File: src/hw/rtl/pll_pkg.sv
// Package with shared constants and types for the pooled linked list engine.
package pll_pkg;

  localparam int PoolNodesDefault = 64;

  // Command codes.
  localparam logic [2:0] ACT_PUSH_FRONT = 3'd0;
  localparam logic [2:0] ACT_PUSH_BACK  = 3'd1;
  localparam logic [2:0] ACT_REMOVE     = 3'd2;
  localparam logic [2:0] ACT_FIND       = 3'd3;
  localparam logic [2:0] ACT_REVERSE    = 3'd4;
  localparam logic [2:0] ACT_PEEK       = 3'd5;

  // One classified command as it travels from the front part to the back part.
  typedef struct packed {
    logic [2:0] action;
    logic [7:0] item_char;
  } pll_cmd_t;

endpackage

File: src/hw/rtl/pll_ram.sv
// Generic single-port RAM with registered read.
module pll_ram #(
  parameter int Width = 8,
  parameter int Depth = 64
) (
  input  logic                     clk,
  input  logic                     we,
  input  logic [$clog2(Depth)-1:0] addr,
  input  logic [Width-1:0]         wdata,
  output logic [Width-1:0]         rdata
);
  logic [Width-1:0] mem [Depth];

  // Read before write; a read of the address being written returns the old contents.
  always_ff @(posedge clk) begin
    if (we) begin
      mem[addr] <= wdata;
    end
    rdata <= mem[addr];
  end
endmodule

File: src/hw/rtl/pll_front.sv
// Front part: takes commands and holds them in a two-entry queue.
module pll_front (
  input  logic              clk,
  input  logic              rst,
  input  logic              start,
  input  logic [2:0]        action,
  input  logic [7:0]        item_char,
  output logic              busy,
  output logic              cmd_valid,
  output pll_pkg::pll_cmd_t cmd,
  input  logic              cmd_take
);
  import pll_pkg::*;

  pll_cmd_t   slot [2];
  logic       rd_ptr;
  logic       wr_ptr;
  logic [1:0] fill;
  logic       push;

  assign busy      = (fill == 2'd2);
  assign push      = start && !busy;
  assign cmd_valid = (fill != 2'd0);
  assign cmd       = slot[rd_ptr];

  // Queue storage.
  always_ff @(posedge clk) begin
    if (push) begin
      slot[wr_ptr] <= '{action: action, item_char: item_char};
    end
  end

  // Queue pointers and fill level.
  always_ff @(posedge clk) begin
    if (rst) begin
      rd_ptr <= 1'b0;
      wr_ptr <= 1'b0;
      fill   <= 2'd0;
    end else begin
      if (push) begin
        wr_ptr <= !wr_ptr;
      end
      if (cmd_take) begin
        rd_ptr <= !rd_ptr;
      end
      fill <= fill + {1'b0, push} - {1'b0, cmd_take};
    end
  end
endmodule

File: src/hw/rtl/pll_back.sv
// Back part: walks and edits the node pool for one command at a time.
module pll_back #(
  parameter int PoolNodes = pll_pkg::PoolNodesDefault,
  localparam int AW = $clog2(PoolNodes),
  localparam int LW = $clog2(PoolNodes + 1)
) (
  input  logic              clk,
  input  logic              rst,
  input  logic              cmd_valid,
  input  pll_pkg::pll_cmd_t cmd,
  output logic              cmd_take,
  output logic              done,
  output logic              ok,
  output logic              hit,
  output logic [7:0]        first_item,
  output logic              non_empty,
  output logic [6:0]        item_count
);
  import pll_pkg::*;

  localparam logic [LW-1:0] NullLink = LW'(PoolNodes);

  // Sequencer states.
  localparam logic [3:0] S_INIT  = 4'd0;
  localparam logic [3:0] S_IDLE  = 4'd1;
  localparam logic [3:0] S_RD    = 4'd2;
  localparam logic [3:0] S_WAIT  = 4'd3;
  localparam logic [3:0] S_EVAL  = 4'd4;
  localparam logic [3:0] S_WR1   = 4'd5;
  localparam logic [3:0] S_WR2   = 4'd6;
  localparam logic [3:0] S_HEAD  = 4'd7;
  localparam logic [3:0] S_HWAIT = 4'd8;
  localparam logic [3:0] S_OUT   = 4'd9;

  logic [3:0]    state;
  pll_cmd_t      cur_cmd;
  logic [LW-1:0] head, free_idx, cur, prev, count, steps;
  logic          ok_r, hit_r;

  // Memory ports.
  logic [AW-1:0] addr;
  logic [7:0]    item_wd, item_rd;
  logic [LW-1:0] link_wd, link_rd;
  logic          item_we, link_we;

  pll_ram #(.Width(8), .Depth(PoolNodes)) u_items (
    .clk(clk), .we(item_we), .addr(addr), .wdata(item_wd), .rdata(item_rd));
  pll_ram #(.Width(LW), .Depth(PoolNodes)) u_links (
    .clk(clk), .we(link_we), .addr(addr), .wdata(link_wd), .rdata(link_rd));

  logic cur_ok, link_ok;
  assign cur_ok  = (cur < NullLink) && (steps < NullLink);
  assign link_ok = link_rd < NullLink;

  // Pending writes, set up while evaluating.
  logic [AW-1:0] w1_addr, w2_addr;
  logic [LW-1:0] w1_link, w2_link;
  logic [7:0]    w1_item;
  logic          w1_item_en, w2_en;

  // Memory port control.
  always_comb begin
    addr    = cur[AW-1:0];
    item_we = 1'b0;
    link_we = 1'b0;
    item_wd = w1_item;
    link_wd = w1_link;
    unique case (state)
      S_INIT: begin
        link_we = 1'b1;
        link_wd = cur + LW'(1);
      end
      S_WR1: begin
        addr    = w1_addr;
        link_we = 1'b1;
        item_we = w1_item_en;
      end
      S_WR2: begin
        addr    = w2_addr;
        link_we = w2_en;
        link_wd = w2_link;
      end
      // Keep the head addressed so its item is on the read port at the result.
      S_HEAD, S_HWAIT: addr = head[AW-1:0];
      default: ;
    endcase
  end

  assign cmd_take = (state == S_IDLE) && cmd_valid;
  assign done     = (state == S_OUT);
  assign ok       = ok_r;
  assign hit      = hit_r;
  assign non_empty  = head < NullLink;
  assign first_item = non_empty ? item_rd : 8'd0;
  assign item_count = 7'(count);

  // Sequencer.
  always_ff @(posedge clk) begin
    if (rst) begin
      state    <= S_INIT;
      cur      <= '0;
      head     <= NullLink;
      free_idx <= '0;
      count    <= '0;
      ok_r     <= 1'b0;
      hit_r    <= 1'b0;
      w2_en    <= 1'b0;
    end else begin
      unique case (state)
        // Clearing pass: chain every node onto the free list.
        S_INIT: begin
          cur <= cur + LW'(1);
          if (cur == NullLink - LW'(1)) begin
            state <= S_IDLE;
          end
        end
        S_IDLE: begin
          if (cmd_valid) begin
            cur_cmd <= cmd;
            ok_r    <= 1'b1;
            hit_r   <= 1'b0;
            prev    <= NullLink;
            steps   <= '0;
            w2_en   <= 1'b0;
            unique case (cmd.action)
              ACT_PUSH_FRONT: begin
                cur   <= free_idx;
                state <= S_RD;
              end
              ACT_PUSH_BACK, ACT_REMOVE, ACT_FIND, ACT_REVERSE: begin
                cur   <= head;
                state <= S_RD;
              end
              default: state <= S_HEAD;
            endcase
          end
        end
        S_RD: begin
          if (cur_cmd.action == ACT_PUSH_FRONT ||
              (cur_cmd.action == ACT_PUSH_BACK && head >= NullLink)) begin
            // Take the free node at the front.
            if (free_idx >= NullLink) begin
              ok_r  <= 1'b0;
              state <= S_HEAD;
            end else begin
              cur   <= free_idx;
              state <= S_WAIT;
            end
          end else if (!cur_ok) begin
            if (cur_cmd.action == ACT_REMOVE) begin
              ok_r <= 1'b0;
            end
            if (cur_cmd.action == ACT_REVERSE && prev < NullLink) begin
              head <= prev;
            end
            state <= S_HEAD;
          end else begin
            state <= S_WAIT;
          end
        end
        S_WAIT: state <= S_EVAL;
        S_EVAL: begin
          if (cur_cmd.action == ACT_PUSH_FRONT ||
              (cur_cmd.action == ACT_PUSH_BACK && head >= NullLink)) begin
            free_idx   <= link_rd;
            w1_addr    <= cur[AW-1:0];
            w1_item    <= cur_cmd.item_char;
            w1_item_en <= 1'b1;
            w1_link    <= head;
            head       <= cur;
            count      <= count + LW'(1);
            state      <= S_WR1;
          end else begin
            unique case (cur_cmd.action)
              ACT_PUSH_BACK: begin
                if (link_ok && steps < NullLink - LW'(1)) begin
                  cur   <= link_rd;
                  steps <= steps + LW'(1);
                  state <= S_RD;
                end else if (free_idx >= NullLink) begin
                  ok_r  <= 1'b0;
                  state <= S_HEAD;
                end else begin
                  // Tail found: new node, then link tail to it.
                  w2_addr    <= cur[AW-1:0];
                  w2_link    <= free_idx;
                  w2_en      <= 1'b1;
                  cur        <= free_idx;
                  steps      <= NullLink;
                  cur_cmd.action <= ACT_PEEK;
                  state      <= S_WAIT;
                end
              end
              ACT_PEEK: begin
                // Second pass of push back: the free node is read now.
                free_idx   <= link_rd;
                w1_addr    <= cur[AW-1:0];
                w1_item    <= cur_cmd.item_char;
                w1_item_en <= 1'b1;
                w1_link    <= NullLink;
                count      <= count + LW'(1);
                state      <= S_WR1;
              end
              ACT_REMOVE: begin
                if (item_rd == cur_cmd.item_char) begin
                  if (prev < NullLink) begin
                    w2_addr <= prev[AW-1:0];
                    w2_link <= link_rd;
                    w2_en   <= 1'b1;
                  end else begin
                    head <= link_rd;
                  end
                  w1_addr    <= cur[AW-1:0];
                  w1_item    <= 8'd0;
                  w1_item_en <= 1'b1;
                  w1_link    <= free_idx;
                  free_idx   <= cur;
                  count      <= count - LW'(1);
                  state      <= S_WR1;
                end else begin
                  prev  <= cur;
                  cur   <= link_rd;
                  steps <= steps + LW'(1);
                  state <= S_RD;
                end
              end
              ACT_FIND: begin
                if (item_rd == cur_cmd.item_char) begin
                  hit_r <= 1'b1;
                  state <= S_HEAD;
                end else begin
                  cur   <= link_rd;
                  steps <= steps + LW'(1);
                  state <= S_RD;
                end
              end
              default: begin
                // Reverse: point this node back at the previous one.
                w1_addr    <= cur[AW-1:0];
                w1_item_en <= 1'b0;
                w1_link    <= prev;
                prev       <= cur;
                cur        <= link_rd;
                steps      <= steps + LW'(1);
                state      <= S_WR1;
              end
            endcase
          end
        end
        S_WR1: begin
          if (cur_cmd.action == ACT_REVERSE) begin
            state <= S_RD;
          end else begin
            state <= S_WR2;
          end
        end
        S_WR2: begin
          w2_en <= 1'b0;
          state <= S_HEAD;
        end
        S_HEAD:  state <= S_HWAIT;
        S_HWAIT: state <= S_OUT;
        S_OUT:   state <= S_IDLE;
        default: state <= S_IDLE;
      endcase
    end
  end
endmodule

File: src/hw/rtl/pooled_linked_list_engine_unit.sv
// Top level of the pooled linked list engine.
//
// A command (action, item_char) is transferred at a rising edge with start
// high and busy low. A two-entry queue holds commands while the list
// sequencer works, so busy rises only when the queue is full.
// Each command yields one result (ok, hit, first_item, non_empty,
// item_count), shown for one cycle with done high; the receiver cannot
// stall it.
// The sequencer visits one node at a time through single-port pool
// memories: each node is read (S_RD, S_WAIT) and evaluated (S_EVAL), and
// edits are written in S_WR1 and S_WR2. Every command ends by reading the
// head (S_HEAD, S_HWAIT) before its result is shown in S_OUT. A push on a
// full pool is refused with ok low.
// One command runs at a time; the next starts in the cycle after done.
// After reset, a clearing pass chains all nodes onto the free list;
// commands queue meanwhile but are not carried out.
// Reset empties the list and the queue.
module pooled_linked_list_engine_unit #(
  parameter int POOL_NODES = pll_pkg::PoolNodesDefault
) (
  input  logic       clk,
  input  logic       rst,
  input  logic       start,
  input  logic [2:0] action,
  input  logic [7:0] item_char,
  output logic       busy,
  output logic       done,
  output logic       ok,
  output logic       hit,
  output logic [7:0] first_item,
  output logic       non_empty,
  output logic [6:0] item_count
);
  import pll_pkg::*;

  logic     cmd_valid;
  logic     cmd_take;
  pll_cmd_t cmd;

  pll_front u_front (
    .clk(clk), .rst(rst), .start(start), .action(action),
    .item_char(item_char), .busy(busy), .cmd_valid(cmd_valid),
    .cmd(cmd), .cmd_take(cmd_take));

  pll_back #(.PoolNodes(POOL_NODES)) u_back (
    .clk(clk), .rst(rst), .cmd_valid(cmd_valid), .cmd(cmd),
    .cmd_take(cmd_take), .done(done), .ok(ok), .hit(hit),
    .first_item(first_item), .non_empty(non_empty),
    .item_count(item_count));
endmodule

File: config.mk
export PLATFORM = sky130hd
export DESIGN_NAME = pooled_linked_list_engine_unit
export DESIGN_NICKNAME = d
export VERILOG_FILES = /design/src/hw/rtl/pll_pkg.sv /design/src/hw/rtl/pll_ram.sv /design/src/hw/rtl/pll_front.sv /design/src/hw/rtl/pll_back.sv /design/src/hw/rtl/pooled_linked_list_engine_unit.sv
export SDC_FILE = /design/constraint.sdc
export NUM_CORES = 1
export LEC_CHECK = 0
export BUFFER_PORTS_ARGS = -buffer_cell sky130_fd_sc_hd__buf_2
export CAP_MARGIN = 20
export CORE_MARGIN = 2
export CORE_UTILIZATION = 57
export CTS_CLUSTER_SIZE = 25
export DETAILED_ROUTE_END_ITERATION = 6
export PLACE_DENSITY = 0.82
export SLEW_MARGIN = 20
export SYNTH_ARGS = -nofsm -noshare
export SYNTH_HDL_FRONTEND = slang
export SYNTH_SLANG_ARGS = --single-unit
File: constraint.sdc
create_clock -name clk -period 8.5 [get_ports clk]
set_clock_uncertainty 0.05 [all_clocks]
set_input_delay 0.425 -clock clk [delete_from_list [all_inputs] [get_ports clk]]
set_output_delay 0.425 -clock clk [all_outputs]
set_load 0.005 [all_outputs]
# ---- After elaboration in Yosys (flattened, before gate mapping)
# Memory sizes are Yosys's and may differ from the RTL's. A register that Yosys moved wholly into a read port is not among the register bits.
# Cells that the tools add are included.
dict set report classes {
  add_sub_neg 6
  magnitude_cmp 8
  n_eq_ne 55
  n_mux 108
  bitwise_logic 2
  reduce_logical 42
}
# cell n
set op_table {}
lappend op_table {{$mux 7} 31}
lappend op_table {{$pmux 7 s2} 9}
lappend op_table {{$pmux 7 s3} 3}
lappend op_table {{$mux 6} 6}
lappend op_table {{$pmux 4 s9} 1}
lappend op_table {{$lt 7x7->1 const B} 5}
lappend op_table {{$reduce_and 7->1} 5}
lappend op_table {{$mux 3} 11}
lappend op_table {{$pmux 7 s4} 1}
lappend op_table {{$mux 1} 26}
lappend op_table {{$mux 8} 3}
lappend op_table {{$ne 2x2->1 const B} 12}
lappend op_table {{$ne 3x3->1 const B} 8}
lappend op_table {{$pmux 6 s2} 2}
lappend op_table {{$add 7x1->7 const B} 3}
lappend op_table {{$pmux 6 s3} 1}
lappend op_table {{$eq 4x3->1 const B} 4}
lappend op_table {{$mux 4} 4}
lappend op_table {{$pmux 8 s2} 1}
lappend op_table {{$reduce_and 8->1} 2}
lappend op_table {{$ge 7x7->1 const B} 2}
lappend op_table {{$ne 2x1->1 const B} 7}
lappend op_table {{$eq 3x2->1 const B} 4}
lappend op_table {{$ne 3x1->1 const B} 4}
lappend op_table {{37 further kinds} 66}
dict set report totals {
  register_bits 99
  ramBits 982
  input_bits 14
  out_inout_bits 20
  word_cells 245
  n_memories 3
}
# memory words word_bits rd rd_ports_with_merged_regs write_ports line_no
set mem_list {}
lappend mem_list {u_back.u_items.mem 64 8 1 1 1 pll_ram.sv:12} ;# logic [Width-1:0] mem [Depth];
lappend mem_list {u_back.u_links.mem 64 7 1 1 1 pll_ram.sv:12}
lappend mem_list {u_front.slot 2 11 1 1 1 pll_front.sv:15} ;# pll_cmd_t slot [2];

# ---- Logic depth before layout (Yosys ltp)
dict set report logic_depth {
  depth_word 6
  mapped_depth 13
  mapped_depth_nobuf 9
}

# ---- Modules after synthesis
# From an unflattened synthesis, not the netlist that was laid out.
dict set report unflattened {
  hier_cells 2877
  hier_area_um2 44194.9
}
# mod instances cells_per_inst area_per_inst_um2 seq_area_each_um2
set modules_own_cells {}
lappend modules_own_cells {{pll_ram (u_back.u_items)} 1 1170 20002.9 15534.9}
lappend modules_own_cells {{pll_ram (u_back.u_links)} 1 1058 17770.8 13593.0}
lappend modules_own_cells {pll_back 1 590 5405.2 2502.4}
lappend modules_own_cells {pll_front 1 59 1016.0 760.7}

# ---- Worst setup path before layout
# OpenSTA, ideal clock, no wires.
dict set report synth_path {
  path_type {reg2reg}
  start {register u_back.cur[3]}
  end {memory u_back.u_links.mem[0][6] (netlist bit), data pin}
  setup_time_ps 702
  t_arrival_ps 3622
  required_ps 7748
  setup_slack_ps 4127
  stages_incl_launch_ff 6
  path_buffers 1
  period_less_slack_ps 4373
  cell_sequence {dfxtp_1 clkbuf_1 and3_1 and3_1 xnor2_1 o21ai_0}
}
dict set report synth_via {
  elab_chain_cells 2
}
# element line_no
set synth_rtl {}
lappend synth_rtl {{from (decl)} pll_back.sv:37} ;# logic [LW-1:0] head, free_idx, cur, prev, count, steps;
lappend synth_rtl {{from (signal assigned)} pll_back.sv:112} ;# cur <= cur + LW'(1);
lappend synth_rtl {{from (signal assigned)} pll_back.sv:127} ;# cur <= free_idx;
lappend synth_rtl {{from (signal assigned)} pll_back.sv:146} ;# cur <= free_idx;
lappend synth_rtl {{$add 7x1->7} pll_back.sv:71} ;# link_wd = cur + LW'(1);
lappend synth_rtl {{$pmux 7 s2} pll_back.sv:68} ;# unique case (state)
lappend synth_rtl {{net u_back.link_wd[6]} pll_back.sv:43} ;# logic [LW-1:0] link_wd, link_rd;
lappend synth_rtl {{to (decl)} pll_ram.sv:12}
# The timed path passes the listed nets, and every way through them passes these cells.

# ---- Worst setup path after layout
dict set report layout_path {
  start {register u_back.state[3]}
  end {memory u_back.u_links.mem[10][6] (netlist bit), enable pin}
}
dict set report layout_via {
  elab_chain_cells 5
  elab_cells_between_ends 11
  classes_between {eq/ne (4); mux (4); reduce/logical (3)}
}
# element line_no
set layout_rtl {}
lappend layout_rtl {{from (decl)} pll_back.sv:35} ;# logic [3:0] state;
lappend layout_rtl {{from (signal assigned)} pll_back.sv:100} ;# state <= S_INIT;
lappend layout_rtl {{from (signal assigned)} pll_back.sv:114} ;# state <= S_IDLE;
lappend layout_rtl {{from (signal assigned)} pll_back.sv:128} ;# state <= S_RD;
lappend layout_rtl {{$eq 4x3->1 / $logic_not 4->1 (equally long branches)} pll_back.sv:68}
lappend layout_rtl {{$reduce_or 2->1 (no line)} --}
lappend layout_rtl {{$pmux 1 s2} pll_back.sv:68}
lappend layout_rtl {{$mux 1} pll_ram.sv:16} ;# if (we) begin
lappend layout_rtl {{$mux 1 (implied by the code)} pll_ram.sv:17} ;# mem[addr] <= wdata;
# Parallel ways exist; a longest one is shown, timed or not.

==> results.tsv <==
stage	metric	value	unit
pwr	sequential share of power	52.4	%
pwr	power per unit of standard cell area	232	nW/um^2
synth	most area-consuming cells after synthesis	sky130_fd_sc_hd__edfxtp_1, sky130_fd_sc_hd__mux2i_1, sky130_fd_sc_hd__dfxtp_1	
floorplan	horizontal extent of the die	282	um
critical_path	worst setup path class	reg -> reg	
critical_path	type of destination of the critical path	flip-flop	
sta	count of final hold-check violations	0	
sta	number of pins exceeding their max-slew limit in the final report	0	
drt	DRC violation count after routing	1	
critical_path	FF-to-FF Start	u_back.state[3]$_SDFFE_PP0P_	
synth	Main synth FF type	sky130_fd_sc_hd__edfxtp_1	
pwr	proportion of power drawn by the clock network	41.3	%
grt	sum of overflow across all layers after global routing	0	
floorplan	die area	79600	sq um
drt	WL/cell	27.9	um
synth	share of the yosys chip area belonging to registers	73.5	%
sta	final-report setup violation count	0	
cts	CTS buffer count	104	
synth	share of Yosys cell area claimed by the top area cell type	71.0	%
cts	CTS tree	built	
critical_path	required time at the worst-slack endpoint	8760	ps
critical_path	Worst Setup Start Kind	flip-flop	
synth	instance count of the mapped netlist	2855	
critical_path	worst endpoint data arrival time	5560	ps
critical_path	CP Launch Point	u_back.state[3]$_SDFFE_PP0P_	
synth	synthesized flop and latch total	1097	
drt	DR vias	27100	
floorplan	starting density of the core	57.9	%
drt	initial drt markers	4130	
placed_design	number of instances in the placed design	3792	
critical_path	maximum fanout count along the critical path	122	
placed_design	number of port buffers	33	
pwr	internal power contribution	8840	uW
critical_path	last element of the critical path	u_back.u_links.mem[10][6]$_DFFE_PP_	
cts	clock slew at the register clock pins of the worst setup and hold paths	70	ps
grt	via count of the first global-routing pass	26900	
sta	final cycle utilization of the critical path	62.4	%
sta	achievable frequency	189	MHz
cts	clock latency of the later-clocked register in the worst-skew pair	690	ps
floorplan	Die Y	282	um
critical_path	number of cells traversed by the worst register-to-register path	7	
cells_and_area	Antenna Diode Count	0	
grt	overall track demand over capacity in global routing	27.7	%
flow_run	Max-Cap Viols	0	
synth	Mapped Nets	2875	
worst_hold_path	Hold WC Path Type	in -> reg	
sta	worst slew margin relative to its limit	27.9	%
status	failing checks	design-rule violations	
synth	Yosys Warn Count	0	
critical_path	reg-to-reg setup timing slack	3200	ps
cells_and_area	fraction of final layout cells sized beyond drive strength 1	11.2	%
synth	mapped cell area	44100	sq um
pwr	worst-case vdd ir drop	257	uV
placed_design	final weighted congestion in routability-driven placement	0.901	
pwr	net load switching power	2520	uW
critical_path	endpoint of the most critical register-to-register path	u_back.u_links.mem[10][6]$_DFFE_PP_	
grt	wire length of the first global-routing pass	165	mm
status	result of the run	complete, but fails checks	
synth	share of synthesized registers carrying an async set or reset	0	%
synth	most numerous cell in the Yosys netlist	sky130_fd_sc_hd__edfxtp_1	
drt	number of routed nets with antenna violations	0	
drt	routed wire length	111	mm
sta	RSZ-0062 raised after global routing	false	
cts	root buf cell	sky130_fd_sc_hd__clkbuf_16	
pwr	switching part of the total	22.2	%
synth	number of unique standard cell types used by synthesis	76	
cells_and_area	fin cells	3995	
floorplan	standard-cell row count	101	
grt	initial antenna violation count	2	
sta	final worst path period need	5300	ps
synth	Post-synth EDFFs	1042	
sta	slew at the pin closest to its max-slew limit	1080	ps
floorplan	area of the placeable core	76200	sq um
pwr	logic gate share of total power	6.3	%
synth	library cell occupying the most area in the post-synthesis netlist	sky130_fd_sc_hd__edfxtp_1	
grt	maximum number of pins on one net before global-route repair	123	
placed_design	HPWL after detailed placement	64.9	mm
floorplan	number of top-level pins	34	
cells_and_area	net count of the finished layout	2900	
drt	post-DR vias/cell	6.79	
drt	TritonRoute pass-1 iters	7	
cts	clock tree sinks	1097	
synth	post-synthesis average cell area	15.4	sq um
pwr	leakage dissipation	0.0169	uW
synth	most frequent cells after synthesis	sky130_fd_sc_hd__edfxtp_1, sky130_fd_sc_hd__mux2i_1, sky130_fd_sc_hd__nand2_1	
cts	Post CTS Setup Buffer Count	0	
cts	number of H-tree levels	3	
cts	clock tree buffer depth	3	
sta	Post-Route Setup TNS	0	ps
cells_and_area	synthesis-to-finish area growth	10.9	%
stage by stage:
step / setup slack [ps] / power (uW) / instance area (sq um) / hold WS (ps) / util [%]
final: 3200 / 11400 / 48900 / 103 / 64.2
after global routing: 2870 / 11600 / 48900 / 117 / 64.2
after CTS: 3220 / 11300 / 48900 / 86.8 / 64.1
after detailed placement: 3270 / 6750 / 45300 / 439 / 59.5
after global placement: 3500 / 6720 / 45300 / 423 / 59.5
after floorplan: 4130 / 6510 / 44100 / 356 / -
worst min path at each step:
stage | startpoint | endpoint | depth (start not counted)
6_report | start | u_front.wr_ptr$_SDFFE_PP0P_ | 4
5_1_grt | start | u_front.wr_ptr$_SDFFE_PP0P_ | 4
4_1_cts | start | u_front.wr_ptr$_SDFFE_PP0P_ | 4
3_5_place_dp | u_back.ok$_SDFFE_PP0P_ | u_back.ok$_SDFFE_PP0P_ | 2
3_3_place_gp | u_back.ok$_SDFFE_PP0P_ | u_back.ok$_SDFFE_PP0P_ | 2
2_1_floorplan | u_back.cur[3]$_SDFFE_PP0P_ | u_back.w1_addr[3]$_DFFE_PP_ | 0
sequential cells by signal (all words and copies together), names as in the netlist, 2 cells and up, named ones only:
register and count:
u_back.cur 7, u_back.cur_cmd 11, u_back.free_idx 7, u_back.head 7, u_back.item_count 7, u_back.item_wd 8, u_back.prev 7, u_back.state 4
u_back.steps 7, u_back.u_items.mem 512, u_back.u_items.rdata 8, u_back.u_links.mem 448, u_back.u_links.rdata 7, u_back.w1_addr 6, u_back.w1_link 7, u_back.w2_addr 6
u_back.w2_link 7, u_front.fill 2, u_front.slot 22
worst max-delay path, cell delays in order (launching register included):
cell	delay, ps
sky130_fd_sc_hd__dfxtp_1	720
sky130_fd_sc_hd__nor4b_2	630
sky130_fd_sc_hd__a211o_1	220
sky130_fd_sc_hd__and3_4	850
sky130_fd_sc_hd__buf_12	590
sky130_fd_sc_hd__nand2_1	660
sky130_fd_sc_hd__buf_4	410
sky130_fd_sc_hd__nor2_1	560
cells in the final DEF (no fill, tap or decap), types with 25 or more instances in the layout:
| master | n |
|---|---|
| sky130_fd_sc_hd__a211o_1 | 66 |
| sky130_fd_sc_hd__a21oi_1 | 37 |
| sky130_fd_sc_hd__a221o_1 | 32 |
| sky130_fd_sc_hd__a222oi_1 | 34 |
| sky130_fd_sc_hd__a22oi_1 | 50 |
| sky130_fd_sc_hd__a31oi_1 | 37 |
| sky130_fd_sc_hd__buf_2 | 33 |
| sky130_fd_sc_hd__buf_4 | 55 |
| sky130_fd_sc_hd__clkbuf_16 | 104 |
| sky130_fd_sc_hd__clkinv_2 | 25 |
| sky130_fd_sc_hd__dfxtp_1 | 55 |
| sky130_fd_sc_hd__edfxtp_1 | 1042 |
| sky130_fd_sc_hd__mux2_2 | 25 |
| sky130_fd_sc_hd__mux2i_1 | 294 |
| sky130_fd_sc_hd__nand2_1 | 224 |
| sky130_fd_sc_hd__nand4_1 | 27 |
| sky130_fd_sc_hd__nor2_1 | 215 |
| sky130_fd_sc_hd__o21ai_0 | 54 |
| sky130_fd_sc_hd__o22ai_1 | 149 |
power groups by stage:
| stage | sequential (uW) | clock (uW) | combinational (uW) |
|---|---|---|---|
| global placement | 6060 | 0 | 658 |
| finish | 5950 | 4700 | 713 |
| CTS | 5950 | 4700 | 693 |
| global route | 5950 | 4900 | 739 |
| floorplan | 6040 | 0 | 469 |
| detailed placement | 6070 | 0 | 683 |
cell families after synthesis:
| group | share of synthesized area (%) |
|---|---|
| fa+ha+maj | 0.170 |
| compound gates | 9.78 |
| xor+xnor | 0.596 |
| mux | 8.00 |
| flops | 73.5 |
| buf+inv | 2.00 |
| simple gates | 5.98 |
routing by layer:
layer / routed length [um] / vias to the layer above / global-route usage (%)
li1: - / 11300 / -
met1: 39600 / 13300 / 36.6
met2: 52200 / 2103 / 44.0
met3: 13900 / 397 / 5.93
met4: 5580 / 0 / 13.7
met5: 0 / - / 0
area by class of cell:
| class | count | area [sq um] |
|---|---|---|
| flip-flops and latches | 1097 | 32400 |
| fillers | 4960 | 27300 |
| multi-input cells | 1556 | 11000 |
| clock buffers | 122 | 2670 |
| well taps | 1030 | 1290 |
| repair buffers | 103 | 763 |
| clock inverters | 69 | 751 |
| inverters | 18 | 67.6 |
what timing repair did:
item	4_1_cts	5_1_grt
hold buffers	11	0
gates resized for setup	0	0
hold endpoints to repair	22	0
endpoints found under the setup margin	0	0
No activity file was read; power rests on OpenSTA's default activity.
